`src/b64se_pkg.sv`:
```
package b64se_pkg;

  // Group position codes
  localparam logic [1:0] PH_START = 2'd0;
  localparam logic [1:0] PH_ONE   = 2'd1;
  localparam logic [1:0] PH_TWO   = 2'd2;

  localparam logic [7:0] PAD_CHAR = 8'h3D;

  // Index of the last character of a record
  localparam logic [1:0] LAST_ONE   = 2'd0;
  localparam logic [1:0] LAST_TWO   = 2'd1;
  localparam logic [1:0] LAST_THREE = 2'd2;
  localparam logic [1:0] LAST_FOUR  = 2'd3;

  // Characters caused by one input byte, in emission order
  typedef struct packed {
    logic [3:0][7:0] chars;
    logic [1:0]      last_idx;
  } rec_t;

  typedef struct packed {
    logic push;
    rec_t rec;
  } push_t;

  typedef struct packed {
    logic full;
    logic head_valid;
  } q_stat_t;

  // Map a sextet onto the standard alphabet
  function automatic logic [7:0] b64_char(input logic [5:0] s);
    logic [7:0] c;
    c = {2'b00, s};
    if (s < 6'd26) begin
      b64_char = 8'h41 + c;
    end else if (s < 6'd52) begin
      b64_char = 8'h61 + c - 8'd26;
    end else if (s < 6'd62) begin
      b64_char = 8'h30 + c - 8'd52;
    end else if (s == 6'd62) begin
      b64_char = 8'h2B;
    end else begin
      b64_char = 8'h2F;
    end
  endfunction

endpackage

```
`src/b64se_in_if.sv`:
```
interface b64se_in_if;
  logic       valid;
  logic       ready;
  logic [7:0] data_byte;
  logic       final_byte;

  modport source (output valid, output data_byte, output final_byte, input ready);
  modport sink (input valid, input data_byte, input final_byte, output ready);
  modport monitor (input valid, input ready, input data_byte, input final_byte);
endinterface

```
`src/b64se_out_if.sv`:
```
interface b64se_out_if;
  logic       valid;
  logic       ready;
  logic [7:0] out_char;
  logic       run_last;

  modport source (output valid, output out_char, output run_last, input ready);
  modport sink (input valid, input out_char, input run_last, output ready);
  modport monitor (input valid, input ready, input out_char, input run_last);
endinterface

```
`src/b64se_front.sv`:
```
module b64se_front (
  input  logic             clk,
  input  logic             rst,
  b64se_in_if.sink         data,
  input  b64se_pkg::q_stat_t stat,
  output b64se_pkg::push_t wr
);
  import b64se_pkg::*;

  logic [3:0] carry;
  logic [1:0] phase;
  logic [3:0] carry_next;
  logic [1:0] phase_next;
  logic [3:0] mid_carry;
  logic [1:0] mid_phase;
  logic       accept;
  logic [7:0] b;

  assign data.ready = !stat.full;
  assign accept     = data.valid && data.ready;
  assign b          = data.data_byte;

  // Classify the byte by group position and build its character record
  always_comb begin
    wr.push         = accept;
    wr.rec.chars    = '0;
    wr.rec.last_idx = LAST_ONE;
    mid_carry       = '0;
    mid_phase       = PH_START;
    case (phase)
      PH_ONE: begin
        wr.rec.chars[0] = b64_char({carry[1:0], b[7:4]});
        mid_carry       = b[3:0];
        mid_phase       = PH_TWO;
      end
      PH_TWO: begin
        wr.rec.chars[0] = b64_char({carry[3:0], b[7:6]});
        wr.rec.chars[1] = b64_char(b[5:0]);
        wr.rec.last_idx = LAST_TWO;
        mid_carry       = '0;
        mid_phase       = PH_START;
      end
      default: begin
        wr.rec.chars[0] = b64_char(b[7:2]);
        mid_carry       = {2'b00, b[1:0]};
        mid_phase       = PH_ONE;
      end
    endcase

    carry_next = mid_carry;
    phase_next = mid_phase;

    // Flush leftover bits and pad on the final byte
    if (data.final_byte) begin
      case (mid_phase)
        PH_ONE: begin
          wr.rec.chars[1] = b64_char({mid_carry[1:0], 4'b0000});
          wr.rec.chars[2] = PAD_CHAR;
          wr.rec.chars[3] = PAD_CHAR;
          wr.rec.last_idx = LAST_FOUR;
        end
        PH_TWO: begin
          wr.rec.chars[1] = b64_char({mid_carry, 2'b00});
          wr.rec.chars[2] = PAD_CHAR;
          wr.rec.last_idx = LAST_THREE;
        end
        default: begin
        end
      endcase
      carry_next = '0;
      phase_next = PH_START;
    end
  end

  // Advance group state on each accepted beat
  always_ff @(posedge clk) begin
    if (rst) begin
      carry <= '0;
      phase <= PH_START;
    end else if (accept) begin
      carry <= carry_next;
      phase <= phase_next;
    end
  end

endmodule

```
`src/b64se_queue.sv`:
```
module b64se_queue (
  input  logic                clk,
  input  logic                rst,
  input  b64se_pkg::push_t    wr,
  input  logic                pop,
  output b64se_pkg::q_stat_t  stat,
  output b64se_pkg::rec_t     head
);
  import b64se_pkg::*;

  localparam int DEPTH = 2;

  rec_t       mem [DEPTH];
  logic       wr_ptr;
  logic       rd_ptr;
  logic [1:0] count;

  assign stat.full       = (count == 2'(DEPTH));
  assign stat.head_valid = (count != 2'd0);
  assign head            = mem[rd_ptr];

  // Store records, no reset needed on payload
  always_ff @(posedge clk) begin
    if (wr.push) begin
      mem[wr_ptr] <= wr.rec;
    end
  end

  // Advance pointers and fill count
  always_ff @(posedge clk) begin
    if (rst) begin
      wr_ptr <= 1'b0;
      rd_ptr <= 1'b0;
      count  <= 2'd0;
    end else begin
      if (wr.push) begin
        wr_ptr <= !wr_ptr;
      end
      if (pop) begin
        rd_ptr <= !rd_ptr;
      end
      case ({wr.push, pop})
        2'b10:   count <= count + 2'd1;
        2'b01:   count <= count - 2'd1;
        default: count <= count;
      endcase
    end
  end

endmodule

```
`src/b64se_back.sv`:
```
module b64se_back (
  input  logic               clk,
  input  logic               rst,
  input  b64se_pkg::q_stat_t stat,
  input  b64se_pkg::rec_t    head,
  output logic               pop,
  b64se_out_if.source        chars
);
  import b64se_pkg::*;

  logic       vld;
  logic [7:0] out_char;
  logic       run_last;
  logic [1:0] idx;
  logic       load;
  logic       at_last;

  assign load           = stat.head_valid && (!vld || chars.ready);
  assign at_last        = (idx == head.last_idx);
  assign pop            = load && at_last;
  assign chars.valid    = vld;
  assign chars.out_char = out_char;
  assign chars.run_last = run_last;

  // Hold the output beat until taken, reload from the queue head
  always_ff @(posedge clk) begin
    if (rst) begin
      vld <= 1'b0;
      idx <= '0;
    end else begin
      if (load) begin
        vld <= 1'b1;
        idx <= at_last ? 2'd0 : idx + 2'd1;
      end else if (chars.ready) begin
        vld <= 1'b0;
      end
    end
  end

  always_ff @(posedge clk) begin
    if (load) begin
      out_char <= head.chars[idx];
      run_last <= at_last;
    end
  end

endmodule

```
`src/base64_stream_encoder.sv`:
```
// Channel | Modport | Beat payload
// data    | sink    | data_byte[7:0], final_byte
// chars   | source  | out_char[7:0], run_last
//
// A byte beat is taken every cycle the two-entry record queue has room.
// Each byte gives 1 to 4 character beats, one per cycle at the output
// register while chars.ready is high. Bytes pass the queue, then the register.
// Reset (rst, synchronous) clears group position, queue and output valid.
// Output stalls back up through the queue into data.ready.
module base64_stream_encoder (
  input  logic         clk,
  input  logic         rst,
  b64se_in_if.sink     data,
  b64se_out_if.source  chars
);
  import b64se_pkg::*;

  push_t   wr;
  q_stat_t stat;
  rec_t    head;
  logic    pop;

  b64se_front u_front (
    .clk  (clk),
    .rst  (rst),
    .data (data),
    .stat (stat),
    .wr   (wr)
  );

  b64se_queue u_queue (
    .clk  (clk),
    .rst  (rst),
    .wr   (wr),
    .pop  (pop),
    .stat (stat),
    .head (head)
  );

  b64se_back u_back (
    .clk   (clk),
    .rst   (rst),
    .stat  (stat),
    .head  (head),
    .pop   (pop),
    .chars (chars)
  );

endmodule

```
`src/flat_wrapper.sv`:
```
// flat-port wrapper written by rule: the top's interface ports become plain ports
module base64_stream_encoder_flat import b64se_pkg::*;
  (clk, rst, data_valid, data_data_byte, data_final_byte, data_ready, chars_valid, chars_out_char, chars_run_last, chars_ready);
  b64se_in_if data_i ();
  b64se_out_if chars_i ();
  input  logic clk;
  input  logic rst;
  input wire logic [$bits(data_i.valid)-1:0] data_valid;
  input wire logic [$bits(data_i.data_byte)-1:0] data_data_byte;
  input wire logic [$bits(data_i.final_byte)-1:0] data_final_byte;
  output wire logic [$bits(data_i.ready)-1:0] data_ready;
  output wire logic [$bits(chars_i.valid)-1:0] chars_valid;
  output wire logic [$bits(chars_i.out_char)-1:0] chars_out_char;
  output wire logic [$bits(chars_i.run_last)-1:0] chars_run_last;
  input wire logic [$bits(chars_i.ready)-1:0] chars_ready;
  assign data_i.valid = data_valid;
  assign data_i.data_byte = data_data_byte;
  assign data_i.final_byte = data_final_byte;
  assign data_ready = data_i.ready;
  assign chars_valid = chars_i.valid;
  assign chars_out_char = chars_i.out_char;
  assign chars_run_last = chars_i.run_last;
  assign chars_i.ready = chars_ready;
  base64_stream_encoder u_core (.clk(clk), .rst(rst), .data(data_i), .chars(chars_i));
endmodule
```
`config.mk`:
```
export PLATFORM = sky130hd
export DESIGN_NAME = base64_stream_encoder_flat
export DESIGN_NICKNAME = d
export VERILOG_FILES = /design/src/b64se_pkg.sv /design/src/b64se_in_if.sv /design/src/b64se_out_if.sv /design/src/b64se_front.sv /design/src/b64se_queue.sv /design/src/b64se_back.sv /design/src/base64_stream_encoder.sv /design/src/flat_wrapper.sv
export SDC_FILE = /design/constraint.sdc
export NUM_CORES = 1
export LEC_CHECK = 0
export BUFFER_PORTS_ARGS = -buffer_cell sky130_fd_sc_hd__buf_2
export CELL_PAD_IN_SITES_DETAIL_PLACEMENT = 0
export CELL_PAD_IN_SITES_GLOBAL_PLACEMENT = 1
export CORE_MARGIN = 5
export CORE_UTILIZATION = 44
export CTS_CLUSTER_SIZE = 24
export DETAILED_ROUTE_END_ITERATION = 6
export HOLD_SLACK_MARGIN = 0.12
export PLACE_DENSITY = 0.82
export SYNTH_ARGS = -nofsm -noshare
export SYNTH_HDL_FRONTEND = slang
export SYNTH_SLANG_ARGS = --single-unit
```
`constraint.sdc`:
```
create_clock -name clk -period 2.5 [get_ports clk]
set_clock_uncertainty 0.2 [all_clocks]
set_input_delay 0.5 -clock clk [delete_from_list [all_inputs] [get_ports clk]]
set_output_delay 0.5 -clock clk [all_outputs]
set_load 0.005 [all_outputs]
```
==> metrics.md, run 1 <==
| Metric | Value |
|---|---|
| Syn avg cell area | 9.51 sq um |
| Number of diodes | 0 |
| Detailed placer's ending HPWL | 9.11 mm |
| Synthesized cell area | 4390 sq um |
| CP most frequent cell | buf_4 |
| Top post-synthesis cells by count | edfxtp_1 (47), nor2_1 (38), nand2_1 (37) |
| Reg2reg path depth | 9 |
| Syn Nets | 498 |
| Die X | 110 microns |
| Placed Cells | 659 |
| Most numerous cell in the Yosys netlist | edfxtp_1 |
| Tcrit/Tclk final | 97.3% |
| RR Startpoint | u_core.u_front.carry[1] |
| WL/cell | 17.2 microns |
| Layout Cells excl Fill | 675 |
| Die area | 12,100 sq um |
| Setup_tns | 0 ns |
| Synth Register Bits | 61 |
| Setup Crit Path Kind | input pin to register |
| Die Span Y | 110 microns |
| Status | finished clean |
| DR iter-0 viols | 271 |
| Syn-to-layout area delta | 20.2% |
| Critical-path cell list | buf_2, ha_1, a21oi_1, buf_4, nand2_1, nor2_1, o32ai_1, a22oi_1, buf_4 |
| Critical path data required time | 2.39 ns |
| Crit. End Element | register |
| R2R Path End | u_core.u_queue.mem[0][7] |
| Max clock buf depth | 2 |
| R2R setup slack | 0.07 ns |
| Ys flop type | edfxtp_1 |
| Sequential share of the synthesized area | 38.5% |
| Sw frac | 32.8% |
| End-of-flow core utilization | 54.0% |
| Setup crit end | u_core.u_queue.mem[1][6] |
| RSZ-0062 raised after global routing | no |
| Cell Rows | 36 |
| Antenna violations before repair | 0 |
| Peak supply drop | 0.379 mV |
| Final number of hold-violating endpoints | 0 |
| Synth top area share | 32.1% |
| Worst path arrival time | 2.32 ns |
| Worst slew pin tran | 0.455 ns |
| WHS | 0.249 ns |
| Largest net degree at the start of global routing | 21 |
| Setup crit start | data_data_byte[5] |
| Setup-failing EPs final | 0 |
| Global-route wire length before repair | 18.9 mm |
| Worst-Skew Late Latency | 0.33 ns |
| Worst-path maximum fanout | 7 |
| Layout cells sized above 1 | 27.5% |
| DRC viols | 0 |
| Final ANT Viol Nets | 0 |
| Post-CTS Setup Inserts | 0 |
| Root Driver | clkbuf_8 |
| H-tree depth | 3 |
| Number of global-route vias before repair | 3,731 |
| CP Launch Type | input pin |
| Power share of the sequential group | 40.5% |
| GRT overflow | 0 |
| Total CTS buffers | 9 |
| Critical Path Max Stage Delay | 0.45 ns |
| Cell leakage power | 2.05 nW |
| Crit-path slowest cell | o32ai_1 |
| First-pass iteration count of the detailed router | 5 |
| NumNets Final | 573 |
| Relative slew slack | 69.3% |
| Max-cap viol count | 0 |
| Pwr dens | 701 nW/um^2 |
| Vias per cell | 5.65 |
| Int Pwr | 2.49 mW |
| Io pins | 24 |
| Num Clock Sinks | 61 |
| Core area | 9770 sq um |
| Worst hold-check path type | input pin to register |
| FMAX | 411 MHz |
| Period minus WS final | 2.43 ns |
| Post-synth EDFFs | 47 |
| Top post-synthesis cells by area | edfxtp_1 (32%), ha_1 (6.6%), dfxtp_1 (6.4%) |
| Via Count | 3,816 |
| Comb power frac | 37.0% |
| Starting Density | 44.9% |
| Synth area leader | edfxtp_1 |
| Total Wirelength | 11.6 mm |
| Netlist cell types | 73 |
| # port buffers | 23 |
| CTS tree | yes |
| Clock-pin slew on the worst setup and hold paths | 0.07 ns |
| Net Switching | 1.22 mW |
| Slew Limit Fails | 0 |
| Routability-driven placement congestion ratio | 0.961 |
| Tot GR Track Use | 20.4% |
| Async SR Flop Fraction | 0% |
| Synth warn | 0 |
| Syn Inst Count | 462 |
| Clock group share of total power | 22.5% |
[power by group through the flow]
stage | Combinational [mW] | Clock [mW] | Sequential [mW]
after floorplan | 0.878 | 0 | 1.52
after global placement | 1.32 | 0 | 1.51
after detailed placement | 1.36 | 0 | 1.52
after CTS | 1.37 | 0.854 | 1.50
after global routing | 1.52 | 0.886 | 1.53
final | 1.37 | 0.832 | 1.50
[cells in the final DEF, fill, tap and decap left out, drive strengths merged, types with 3 or more instances in the layout]
cell,synthesis,final
a211o,5,5
a211oi,8,8
a21o,3,3
a21oi,34,34
a22oi,3,3
a31oi,8,8
a32o,3,3
and2,5,5
buf,22,95
clkbuf,9,9
clkinv,0,5
dfxtp,14,14
edfxtp,47,47
ha,23,23
inv,32,32
mux2i,8,8
mux4,8,8
nand2,38,38
nand2b,11,11
nand3,18,18
nand4,4,4
nor2,38,38
nor2b,7,7
nor3,19,19
o211ai,7,7
o21ai,20,20
o221ai,3,3
o22ai,4,4
o311ai,6,6
o31ai,3,3
o41ai,3,3
or3,3,3
xnor2,9,9
xor2,3,3
[per-stage QoR]
step | power (mW) | setup slack, ns | instance area, sq um
5_1_grt | 3.93 | 0.0173 | 5280
3_5_place_dp | 2.88 | -0.204 | 5030
2_1_floorplan | 2.40 | 0.0153 | 4390
6_report | 3.70 | 0.0665 | 5280
3_3_place_gp | 2.83 | -0.188 | 5030
4_1_cts | 3.72 | 0.0170 | 5240
[worst max-delay path, delay by kind of cell]
kind                     cells  cell delay [ns]
AO/OA/AOI/OAI                3             0.74
buffers and inverters        3             0.45
adder cells (fa/ha/maj)      1             0.36
AND/OR/NAND/NOR              2             0.25
[layer usage]
layer / up-vias / track usage, % / routed length (microns)
met5: - / 0 / 0
met4: 0 / 6.06 / 184
met3: 13 / 2.06 / 509
met2: 113 / 35.3 / 5840
met1: 1809 / 26.8 / 5110
li1: 1881 / - / -
[cell families after synthesis]
| group | after synthesis | synth area share [%] |
|---|---|---|
| fa+ha+maj | 23 | 6.55 |
| buf+inv | 63 | 7.09 |
| compound gates | 133 | 21.3 |
| flops | 61 | 38.5 |
| simple gates | 153 | 17.7 |
| xor+xnor | 12 | 2.39 |
| mux | 17 | 6.47 |
[flip-flops by register name (all words and copies together), names as in the netlist, named ones only]
signal	cells
u_core.u_queue.count	2
u_core.u_queue.wr_ptr	1
u_core.u_back.chars.run_last	1
u_core.u_queue.rd_ptr	1
u_core.u_front.carry	4
u_core.u_back.idx	2
u_core.u_back.chars.valid	1
u_core.u_front.phase	2
u_core.u_queue.mem	38
u_core.u_back.chars.out_char	8
[how the worst min path moves through the flow]
stage | start | to | slack [ns] | depth (start not counted)
after detailed placement | u_core.u_back.chars.valid | u_core.u_back.chars.valid | 0.28 | 2
after CTS | chars_ready | u_core.u_back.chars.valid | 0.23 | 3
final | chars_ready | u_core.u_back.chars.valid | 0.25 | 3
after global placement | u_core.u_back.chars.valid | u_core.u_back.chars.valid | 0.27 | 2
after global routing | chars_ready | u_core.u_back.chars.valid | 0.24 | 3
after floorplan | u_core.u_back.chars.valid | u_core.u_back.chars.valid | 0.27 | 2
[final cells by class]
cell class                      count  area (sq um)
Clock buffer                        9           124
Tap cell                          133           166
Inverter                           32           120
Multi-Input combinational cell    338          2440
Sequential cell                    61          1690
Timing Repair Buffer               95           668
Fill cell                         893          4490
Clock inverter                      7          66.3
[repair_timing]
action                                  in CTS  in global routing
pin swaps                                    0                  4
endpoints found under the setup margin       4                 18
resized for setup                            2                 13
hold buffers                                 0                  0
(Power assumes the default switching activity.)
==> run 2, diff against run 1 <==
--- a/config.mk
+++ b/config.mk
@@ -12,8 +12,10 @@
 export CORE_UTILIZATION = 44
 export CTS_CLUSTER_SIZE = 24
 export DETAILED_ROUTE_END_ITERATION = 6
+export GPL_TIMING_DRIVEN = 0
 export HOLD_SLACK_MARGIN = 0.12
 export PLACE_DENSITY = 0.82
+export REMOVE_ABC_BUFFERS = 1
 export SYNTH_ARGS = -nofsm -noshare
 export SYNTH_HDL_FRONTEND = slang
 export SYNTH_SLANG_ARGS = --single-unit
==> run 2 against run 1 <==
Against the previous run:
- non-clock buffer count down 58
- global-route usage down 2.3 points
- total power down 4.9%
- combinational power down 12%
==> metrics.md, run 2 (synthesis results as in run 1) <==
| Metric | Value |
|---|---|
| Largest regs | u_core.u_queue.mem (38), u_core.u_back.chars.out_char (8), u_core.u_front.carry (4) |
| Die Span Y | 110 microns (unchanged) |
| Most flop-heavy register | u_core.u_queue.mem |
| Most frequent cells in the layout | edfxtp_1 (47), nand2_1 (37), nor2_1 (34) |
| Worst path arrival time | 2.28 ns (-0.04 ns) |
| Status | finished clean |
| Reg area | 1710 sq um (+0.74%) |
| DRC viols | 0 (unchanged) |
| Num Clock Sinks | 61 (unchanged) |
| Largest register FFs | 38 (unchanged) |
| GRT overflow | 0 (unchanged) |
| Die X | 110 microns (unchanged) |
| Number of diodes | 0 (unchanged) |
| Io pins | 24 (unchanged) |
| Cell leakage power | 1.76 nW (-14%) |
| Pwr dens | 711 nW/um^2 (+1.5%) |
| Die area | 12,100 sq um (unchanged) |
| H-tree depth | 3 (unchanged) |
| Routability-driven placement congestion ratio | 0.874 (-9.0%) |
| Cell Rows | 36 (unchanged) |
| Worst hold-check path type | input pin to register |
| Crit. End Element | register |
| First-pass iteration count of the detailed router | 7 (+2) |
| CP Launch Type | input pin |
| Setup-failing EPs final | 0 (unchanged) |
| Layout cells sized above 1 | 22.7% (-4.8 points) |
| Layout Cells excl Fill | 617 (-8.6%) |
| # fillers | 927 (+3.8%) |
| DR iter-0 viols | 255 (-5.9%) |
| Tot GR Track Use | 18.0% (-2.3 points) |
| Detailed placer's ending HPWL | 7.60 mm (-17%) |
| Number of global-route vias before repair | 3,450 (-7.5%) |
| Peak supply drop | 0.455 mV (+20%) |
| Largest net degree at the start of global routing | 20 (-4.8%) |
| Multi-input logic area | 2530 sq um (+3.7%) |
| Total CTS buffers | 9 (unchanged) |
| Global-route wire length before repair | 17.1 mm (-9.6%) |
| Worst-path maximum fanout | 14 (+7) |
| NumNets Final | 515 (-10%) |
| Setup Crit Path Kind | input pin to register |
| Clock-pin slew on the worst setup and hold paths | 0.06 ns (about the same) |
| Final ANT Viol Nets | 0 (unchanged) |
| Relative slew slack | 36.0% (-33 points) |
| CTS tree | yes |
| Total Wirelength | 10.7 mm (-8.4%) |
| Most common cell after layout, fill and taps aside | edfxtp_1 |
| Placed Cells | 588 (-11%) |
| Post-CTS Hold Buffers | 0 (unchanged) |
| Core area | 9770 sq um (unchanged) |
| Slew Limit Fails | 0 (unchanged) |
| Period minus WS final | 2.47 ns (+0.0375 ns) |
| Vias per cell | 5.96 (+5.5%) |
| Max clock buf depth | 2 (unchanged) |
| End-of-flow core utilization | 50.6% (-3.4 points) |
| Final number of hold-violating endpoints | 0 (unchanged) |
| Worst-Skew Late Latency | 0.32 ns (about the same) |
| Antenna violations before repair | 0 (unchanged) |
| Starting Density | 44.9% (unchanged) |
| Worst slew pin tran | 0.960 ns (+0.505 ns) |
| Via Count | 3,680 (-3.6%) |
| # port buffers | 23 (unchanged) |
| Syn-to-layout area delta | 12.7% |
| Critical path data required time | 2.31 ns (-0.08 ns) |
| FMAX | 405 MHz (-1.5%) |
| Max-cap viol count | 0 (unchanged) |
| Tcrit/Tclk final | 98.8% (+1.5 points) |
| Root Driver | clkbuf_8 |
| WL/cell | 17.3 microns (+0.21%) |
| Setup_tns | 0 ns (unchanged) |
[run 2: changes by cell type in the layout (fill, tap and decap cells not counted), sizes merged]
cell / before / now
buf: 95 / 33
clkbuf: 9 / 15
inv: 32 / 30
bufinv: 1 / 0
clkinvlp: 1 / 2
[run 2: area by class of cell]
class	count	area share [%]
timing repair buffer	37	4.85
clock inverter	5	0.480
inverter	32	2.58
tap	133	3.36
clock buffer	11	3.08
multi-input combinational	338	51.2
sequential	61	34.5
[run 2: metal layers]
metal,up-vias,global-route usage [%],routed length [microns]
met3,27,2.76,525
met4,0,8.28,307
met2,129,30.7,5270
li1,1761,-,-
met5,-,0,0
met1,1763,22.3,4560
[run 2: what timing repair did]
item,CTS,global route
pin swaps,2,2
setup buffers,4,9
endpoints found under the setup margin,34,23
resized for setup,28,23
[run 2: path summary, 6_finish.rpt]
path,slack (ns),depth (start not counted),from,endpoint
setup / recovery,0.03,7,data_data_byte[4],u_core.u_queue.mem[1][5]
hold / removal,0.29,3,chars_ready,u_core.u_back.chars.valid
setup reg to reg,0.07,7,u_core.u_front.carry[0],u_core.u_queue.mem[1][4]
hold reg to reg,0.32,2,u_core.u_back.chars.valid,u_core.u_back.chars.valid
[run 2: report_power, final]
group | internal, mW | switching, mW
Sequential | 1.42 | 0.144
Combinational | 0.538 | 0.670
Clock | 0.409 | 0.340
Total | 2.37 | 1.16
[run 2: worst max-delay path: stages]
cell	delay, ns
buf_2	0.28
inv_1	0.15
ha_1	0.34
nor2b_4	0.26
nor2_1	0.08
o311ai_1	0.38
o211ai_1	0.27
[run 2: through the flow]
step,setup WS [ns],total power [mW],hold WS (ns),area (sq um)
2_1_floorplan,-0.0118,2.33,0.272,4200
3_3_place_gp,-0.738,2.65,0.276,4480
3_5_place_dp,-0.746,2.70,0.290,4500
4_1_cts,0.00854,3.50,0.254,4800
5_1_grt,-0.0196,3.74,0.296,4950
6_report,0.0290,3.52,0.292,4950
